===== config.mk =====
export PLATFORM = sky130hd
export DESIGN_NAME = fbik_ctrl
export DESIGN_NICKNAME = d
export VERILOG_FILES = /design/src/rtl/core/fbik_pkg.sv /design/src/rtl/core/fbik_ctrl.sv
export SDC_FILE = /design/constraint.sdc
export NUM_CORES = 1
export LEC_CHECK = 0
export ABC_AREA = 1
export BUFFER_PORTS_ARGS = -buffer_cell sky130_fd_sc_hd__buf_4
export CORE_ASPECT_RATIO = 1.2
export CORE_MARGIN = 8
export CORE_UTILIZATION = 50
export CTS_CLUSTER_SIZE = 24
export DETAILED_ROUTE_END_ITERATION = 8
export GPL_TIMING_DRIVEN = 0
export HOLD_SLACK_MARGIN = 0.12
export PLACE_DENSITY = 0.74
export SLEW_MARGIN = 20
export SYNTH_ARGS = -nofsm -noshare
export SYNTH_HDL_FRONTEND = slang
export SYNTH_SLANG_ARGS = --single-unit

===== constraint.sdc =====
create_clock -name aclk -period 4.15 [get_ports aclk]
set_input_delay 0.415 -clock aclk [delete_from_list [all_inputs] [get_ports aclk]]
set_output_delay 0.415 -clock aclk [all_outputs]
set_load 0.005 [all_outputs]

===== src/rtl/core/fbik_pkg.sv =====
// ----------------------------------------------------------------------------
// fbik_pkg
// Types, codes and constants shared by the five-bar leg inverse kinematics
// controller, datapath and top level.
// ----------------------------------------------------------------------------
package fbik_pkg;

    typedef struct packed {
        logic signed [19:0] foot_x;
        logic signed [19:0] foot_y;
        logic signed [19:0] roll_offset;
    } fbik_in_t;

    typedef struct packed {
        logic signed [15:0] left_front_angle;
        logic signed [15:0] left_back_angle;
        logic signed [15:0] right_front_angle;
        logic signed [15:0] right_back_angle;
        logic               left_ok;
        logic               right_ok;
    } fbik_out_t;

    typedef struct packed {
        logic [9:0] front_crank_length;
        logic [9:0] front_rod_length;
        logic [9:0] back_rod_length;
        logic [9:0] back_crank_length;
        logic [9:0] hip_spacing;
    } fbik_cfg_t;

    localparam logic [2:0] REG_FRONT_CRANK = 3'd0;
    localparam logic [2:0] REG_FRONT_ROD   = 3'd1;
    localparam logic [2:0] REG_BACK_ROD    = 3'd2;
    localparam logic [2:0] REG_BACK_CRANK  = 3'd3;
    localparam logic [2:0] REG_HIP_SPACING = 3'd4;

    typedef enum logic [4:0] {
        DP_NOP,
        DP_LOAD,
        DP_SETUP,
        DP_MUL_PX,
        DP_MUL_PY,
        DP_MUL_SUM,
        DP_MUL_DIF,
        DP_MUL_DISC,
        DP_SQRT,
        DP_MUL_A,
        DP_MUL_B,
        DP_MUL_C1,
        DP_MUL_C2,
        DP_FORM,
        DP_NORM,
        DP_CORDIC,
        DP_ANGLE,
        DP_FINISH,
        DP_FAIL,
        DP_OUT
    } dp_op_t;

    typedef enum logic [4:0] {
        ST_IDLE,
        ST_SETUP,
        ST_MPX,
        ST_MPY,
        ST_MSUM,
        ST_MDIF,
        ST_MDISC,
        ST_SQRT,
        ST_MA,
        ST_MB,
        ST_MC1,
        ST_MC2,
        ST_FORM,
        ST_NORM,
        ST_CORDIC,
        ST_ANGLE,
        ST_FINISH,
        ST_OUT
    } state_t;

    typedef struct packed {
        dp_op_t     op;
        logic       side;
        logic       loop;
        logic [4:0] iter;
    } fbik_cmd_t;

    typedef struct packed {
        logic range_fail;
        logic zero_fail;
        logic norm_done;
    } fbik_status_t;

    localparam int SQRT_STEPS   = 30;
    localparam int CORDIC_STEPS = 16;

    localparam logic signed [21:0] ANG_3_49  = 22'sd228721;
    localparam logic signed [21:0] ANG_0_349 = 22'sd22872;
    localparam logic signed [21:0] ANG_2PI   = 22'sd411776;
    localparam logic signed [21:0] WIN_LO    = -22'sd6554;
    localparam logic signed [21:0] WIN_HI    = 22'sd101581;
    localparam logic signed [43:0] NORM_LIM  = 44'sd549755813888;

    function automatic logic [15:0] atan_entry(input logic [3:0] i);
        logic [15:0] v;
        case (i)
            4'd0:    v = 16'd51472;
            4'd1:    v = 16'd30385;
            4'd2:    v = 16'd16055;
            4'd3:    v = 16'd8150;
            4'd4:    v = 16'd4091;
            4'd5:    v = 16'd2047;
            4'd6:    v = 16'd1024;
            4'd7:    v = 16'd512;
            4'd8:    v = 16'd256;
            4'd9:    v = 16'd128;
            4'd10:   v = 16'd64;
            4'd11:   v = 16'd32;
            4'd12:   v = 16'd16;
            4'd13:   v = 16'd8;
            4'd14:   v = 16'd4;
            default: v = 16'd2;
        endcase
        return v;
    endfunction

endpackage


===== src/rtl/core/fbik_ctrl.sv =====
// ----------------------------------------------------------------------------
// fbik_ctrl
// Sequencer: walks both sides of each item, and both loops of a side unless
// one fails, through the datapath and runs the input and result handshakes.
// ----------------------------------------------------------------------------
module fbik_ctrl (
    input  logic                   aclk,
    input  logic                   aresetn,
    input  logic                   s_valid,
    output logic                   s_ready,
    output logic                   m_valid,
    input  logic                   m_ready,
    input  fbik_pkg::fbik_status_t status,
    output fbik_pkg::fbik_cmd_t    cmd
);
    import fbik_pkg::*;

    state_t     state_reg, state_next;
    logic       side_reg, side_next;
    logic       loop_reg, loop_next;
    logic [4:0] cnt_reg, cnt_next;
    logic       m_valid_reg, m_valid_next;

    always_ff @(posedge aclk) begin
        if (!aresetn) begin
            state_reg   <= ST_IDLE;
            side_reg    <= 1'b0;
            loop_reg    <= 1'b0;
            cnt_reg     <= '0;
            m_valid_reg <= 1'b0;
        end else begin
            state_reg   <= state_next;
            side_reg    <= side_next;
            loop_reg    <= loop_next;
            cnt_reg     <= cnt_next;
            m_valid_reg <= m_valid_next;
        end
    end

    always_comb begin
        state_next   = state_reg;
        side_next    = side_reg;
        loop_next    = loop_reg;
        cnt_next     = cnt_reg;
        m_valid_next = m_valid_reg && !m_ready;
        case (state_reg)
            ST_IDLE: begin
                if (s_valid) begin
                    state_next = ST_SETUP;
                    side_next  = 1'b0;
                    loop_next  = 1'b0;
                end
            end
            ST_SETUP: state_next = ST_MPX;
            ST_MPX:   state_next = ST_MPY;
            ST_MPY:   state_next = ST_MSUM;
            ST_MSUM:  state_next = ST_MDIF;
            ST_MDIF:  state_next = ST_MDISC;
            ST_MDISC: begin
                if (status.range_fail) begin
                    loop_next  = 1'b0;
                    side_next  = 1'b1;
                    state_next = side_reg ? ST_OUT : ST_SETUP;
                end else begin
                    cnt_next   = '0;
                    state_next = ST_SQRT;
                end
            end
            ST_SQRT: begin
                cnt_next = cnt_reg + 5'd1;
                if (cnt_reg == 5'(SQRT_STEPS - 1)) begin
                    state_next = ST_MA;
                end
            end
            ST_MA:  state_next = ST_MB;
            ST_MB:  state_next = ST_MC1;
            ST_MC1: state_next = ST_MC2;
            ST_MC2: state_next = ST_FORM;
            ST_FORM: begin
                if (status.zero_fail) begin
                    loop_next  = 1'b0;
                    side_next  = 1'b1;
                    state_next = side_reg ? ST_OUT : ST_SETUP;
                end else begin
                    state_next = ST_NORM;
                end
            end
            ST_NORM: begin
                if (status.norm_done) begin
                    cnt_next   = '0;
                    state_next = ST_CORDIC;
                end
            end
            ST_CORDIC: begin
                cnt_next = cnt_reg + 5'd1;
                if (cnt_reg == 5'(CORDIC_STEPS - 1)) begin
                    state_next = ST_ANGLE;
                end
            end
            ST_ANGLE: begin
                if (loop_reg) begin
                    state_next = ST_FINISH;
                end else begin
                    loop_next  = 1'b1;
                    state_next = ST_SETUP;
                end
            end
            ST_FINISH: begin
                loop_next  = 1'b0;
                side_next  = 1'b1;
                state_next = side_reg ? ST_OUT : ST_SETUP;
            end
            ST_OUT: begin
                if (!m_valid_reg || m_ready) begin
                    m_valid_next = 1'b1;
                    state_next   = ST_IDLE;
                end
            end
            default: state_next = ST_IDLE;
        endcase
    end

    always_comb begin
        cmd.op   = DP_NOP;
        cmd.side = side_reg;
        cmd.loop = loop_reg;
        cmd.iter = cnt_reg;
        s_ready  = 1'b0;
        case (state_reg)
            ST_IDLE: begin
                s_ready = 1'b1;
                if (s_valid) begin
                    cmd.op = DP_LOAD;
                end
            end
            ST_SETUP:  cmd.op = DP_SETUP;
            ST_MPX:    cmd.op = DP_MUL_PX;
            ST_MPY:    cmd.op = DP_MUL_PY;
            ST_MSUM:   cmd.op = DP_MUL_SUM;
            ST_MDIF:   cmd.op = DP_MUL_DIF;
            ST_MDISC:  cmd.op = status.range_fail ? DP_FAIL : DP_MUL_DISC;
            ST_SQRT:   cmd.op = DP_SQRT;
            ST_MA:     cmd.op = DP_MUL_A;
            ST_MB:     cmd.op = DP_MUL_B;
            ST_MC1:    cmd.op = DP_MUL_C1;
            ST_MC2:    cmd.op = DP_MUL_C2;
            ST_FORM:   cmd.op = status.zero_fail ? DP_FAIL : DP_FORM;
            ST_NORM:   cmd.op = status.norm_done ? DP_NOP : DP_NORM;
            ST_CORDIC: cmd.op = DP_CORDIC;
            ST_ANGLE:  cmd.op = DP_ANGLE;
            ST_FINISH: cmd.op = DP_FINISH;
            ST_OUT:    cmd.op = (!m_valid_reg || m_ready) ? DP_OUT : DP_NOP;
            default:   cmd.op = DP_NOP;
        endcase
    end

    assign m_valid = m_valid_reg;

    a_accept_starts: assert property (@(posedge aclk) disable iff (!aresetn)
        (s_valid && s_ready) |=> (state_reg == ST_SETUP && !side_reg && !loop_reg))
        else $error("accepted item did not start on the left front loop");

    a_out_no_overwrite: assert property (@(posedge aclk) disable iff (!aresetn)
        (cmd.op == DP_OUT) |-> (!m_valid_reg || m_ready))
        else $error("result register overwritten while holding an item");

    a_sqrt_bound: assert property (@(posedge aclk) disable iff (!aresetn)
        (state_reg == ST_SQRT) |-> (cnt_reg < 5'(SQRT_STEPS)))
        else $error("square root step count overrun");

    a_cordic_bound: assert property (@(posedge aclk) disable iff (!aresetn)
        (state_reg == ST_CORDIC) |-> (cnt_reg < 5'(CORDIC_STEPS)))
        else $error("CORDIC step count overrun");

endmodule


Yosys cells after proc, flatten, opt, wreduce, memory -nomap -nowiden
Cells that the tools add are included.
- add/subtract/negate cells: 1
- equal/unequal tests: 27
- multiplexer cells: 29
- reduce and logical (&&, ||, !) cells: 13
- operators with widths (cell ; count):
    $pmux 5 s18 ; 2
    $mux 5 ; 14
    $eq 5x4->1 const B ; 9
    $eq 5x3->1 const B ; 4
    $ne 2x2->1 const B ; 8
    $eq 5x5->1 const B ; 3
    $pmux 5 s3 ; 1
    $eq 5x2->1 const B ; 2
    $mux 1 ; 9
    $reduce_and 4->1 ; 2
    $add 5x1->5 const B ; 1
    $eq 5x1->1 const B ; 1
    $logic_not 5->1 ; 1
    $pmux 1 s5 ; 1
    $reduce_and 5->1 ; 1
    $reduce_bool 5->1 ; 1
    $mux 4 ; 1
    $pmux 1 s4 ; 1
    $reduce_bool 4->1 ; 1
    $reduce_and 3->1 ; 1
    $reduce_bool 3->1 ; 1
    $logic_not 1->1 ; 2
    $reduce_or 2->1 ; 1
    $logic_and 1x1->1 ; 1
    $logic_or 1x1->1 ; 1
- bits in registers: 13
- bits of input ports: 7
- output and inout port bits: 14
- word-level logic and storage cells: 75

Depth between registers and ports, before layout
- depth after elaboration: 4
- gate-level depth with buffers: 9
- depth with buffers taken out: 9

Worst setup path before layout
Ideal clock, no wire load.
- kind: register to output
- start: reg state_reg[3]
- end: out cmd[8] (netlist name)
- arrival time: 1.090 ns
- data required time: 3.735 ns
- slack: 2.645 ns
- cell stages (with the launch flop): 7
- buffers on the path: 1
- cell sequence: dfxtp_1 -> buf_6 -> nor2_2 -> nand2_1 -> nor3_1 -> nor3b_1 -> nand3_1
- RTL lines (what ; line ; RTL):
    start: declaration ; fbik_ctrl.sv:18 ; state_t state_reg, state_next;
    start signal: assignment ; fbik_ctrl.sv:32 ; state_reg <= state_next;
    end: declaration ; fbik_ctrl.sv:14 ; output fbik_pkg::fbik_cmd_t cmd

==> key figures <==
Clocking
  • Total CTS buffers: 3
  • Hold Buf Count CTS: 0
  • Post-CTS setup buffers: 0
  • Clk root buf: clkbuf_4
  • H-tree levels: 1
  • CTS tree: yes
  • Post-cts resize count: 0
  • Worst-path clk slew: roughly 70 ps
  • Clk Latency, worst-skew pair: around 270 ps
  • CTS Buffer Depth: 2
  • Sink Count: 13

Job
  • Max Cap Violations: 0

Pwr
  • LEAKAGE: 0.655 nW
  • Maximum VDD drop: 0.305 mV
  • Pwr Density: 359 nW/um^2
  • Pwr Total: 0.449 mW

Logic synthesis
  • Most frequent cell after synthesis: nand2_1
  • Synth Cell Area: 1050 um^2
  • Top cells by area, synth: dfxtp_1 (25%), nand2_1 (16%), nand3_1 (10%)
  • Synth cell count leaders: nand2_1 (46), inv_1 (24), nand3_1 (21)
  • Post-Syn Instances: 173
  • Synth Register Bits: 13
  • Syn avg cell area: 6.06 um^2
  • Number of synthesized flops with an enable pin: 0
  • Main synth FF type: dfxtp_1
  • Syn_nets: 183
  • YS warnings: 0
  • Register area share after synthesis: 0.248
  • Synth cell types: 23
  • Synth area leader: dfxtp_1
  • Yosys top cell area share: 0.248
  • FFs w/ async S/R, synth: 0

Drt
  • Post-route ant nets: 0
  • Metal-1 WL: 1150 um
  • Via count: roughly 1,100
  • DR WL/cell: 12.4 um
  • Drt pass-1 iters: 4
  • Total Wirelength: around 2700 um
  • Met3 routed WL: 129 um
  • Top sig layer: met4
  • # DRC: 0
  • Starting DRC count in detailed routing: 31
  • Met2 WL: between 1000 and 1500 um
  • Drt via density: 5.22

Timing
  • Hold Vio Cnt, Final: 0
  • Pins Over Slew Limit: 0
  • Setup violations, final: 0
  • Relative slew slack: 0.706
  • Maximum clock frequency: between 400 and 500 MHz
  • Final min period: 2190 ps
  • RSZ-0062 raised after global routing: no
  • Tcrit/Tclk final: 0.527
  • Setup Skew: 2.01 ps
  • Setup TNS: 0 ps
  • Worst-margin pin slew: 442 ps

Finish
  • Antenna cells: 0
  • Final core utilization: 0.617
  • Fillers: 191
  • Layout area overhead: 19.2%
  • Nets: 208
  • Fin cells: between 200 and 250
  • Share of post-route cells with drive strength above 1: 0.193
  • Design Area, Final: roughly 1200 um^2

Placement
  • Port buffer count: 20
  • Placed cells: 213
  • HPWL after detailed placement: 2290 um
  • GP Congestion: 0.832
  • Placed inst area: 1220 um^2

Floorplanning
  • Die Width: about 58 um
  • Die Ht: 66.2 um
  • DIE AREA: 3820 um^2
  • Initial Utilization: 0.517
  • Area of the core: between 2000 and 2500 um^2
  • I/O pin count: 21
  • Num rows: 18

GRT
  • Global-route usage over all layers: 0.148
  • Gr ovfl total: 0
  • Vias in the first global route: 1,076
  • Largest net degree at the start of global routing: 11
  • Initial antenna violation count: 0
  • Global-route wire length before repair: 4550 um

Setup path
  • Setup crit end kind: primary output
  • CP Max Fanout: 9
  • Startpoint Class: flop
  • Crit Path Category: reg -> out
  • Worst path required time: 3730 ps
  • Crit path DAT: roughly 1800 ps

Worst hold path
  • Tightest Hold Check Type: in -> reg

Outcome
  • Outcome: finished clean
## power breakdown
| part | leakage (nW) | switching (mW) | internal (mW) |
|---|---|---|---|
| combinational | 0.535 | 0.138 | 0.0853 |
| clock | 0.0150 | 0.0365 | 0.0372 |
| sequential | 0.105 | 0.0168 | 0.135 |
## worst paths after layout
kind                startpoint            to  slack, ps  cells past startpoint
setup / recovery  state_reg[3]        cmd[8]       1960                      7
hold / removal         aresetn  state_reg[2]        440                      3
setup reg to reg    cnt_reg[0]  state_reg[2]       2520                      9
hold reg to reg       loop_reg      loop_reg        500                      2
## metal layers
metal  up-vias  track usage
li1        609            -
met1       495        0.156
met2        25        0.272
met3         4       0.0272
met4         0       0.0736
met5         -            0
## through the flow
stage                     worst slack (ps)  hold WS (ps)
final                                 1960           437
after global routing                  1860           438
after CTS                             1970           426
after detailed placement              2280           490
after global placement                2250           486
after floorplan                       2640           463
## cell type report
type,instances,area (um^2),area share
multi-input combinational,131,664,0.532
sequential,13,260,0.208
timing repair buffer,20,150,0.120
inverter,25,93.8,0.0751
buffer,4,30.0,0.0240
clock buffer,4,26.3,0.0210
tap,20,25.0,0.0200
## cell families after synthesis
kind of cell             share of synthesized area
XOR/XNOR                                    0.0167
AND/OR/NAND/NOR                              0.463
adder cells (fa/ha/maj)                     0.0358
buffers and inverters                        0.118
AO/OA/AOI/OAI                                0.118
flip-flops                                   0.248
## cell usage in the layout, fill, tap and decap left out, drive strengths merged
cell type / count
nor3: 3
dfxtp: 13
o21ai: 7
xor2: 2
and3: 1
nor3b: 1
clkbuf: 5
nand3: 25
a211oi: 1
nor2: 22
o2111a: 1
nand2: 47
a21oi: 14
ha: 3
inv: 25
buf: 23
nand4: 4
## worst max-delay path: stages (launching register included)
cell and delay [ps]:
dfxtp_1 320, buf_6 130, nor2_2 240, nand2_1 110, nor3_1 350, nor3b_1 140, nand3_1 110, buf_4 110
Note: power is estimated with default switching activity, not from simulation.
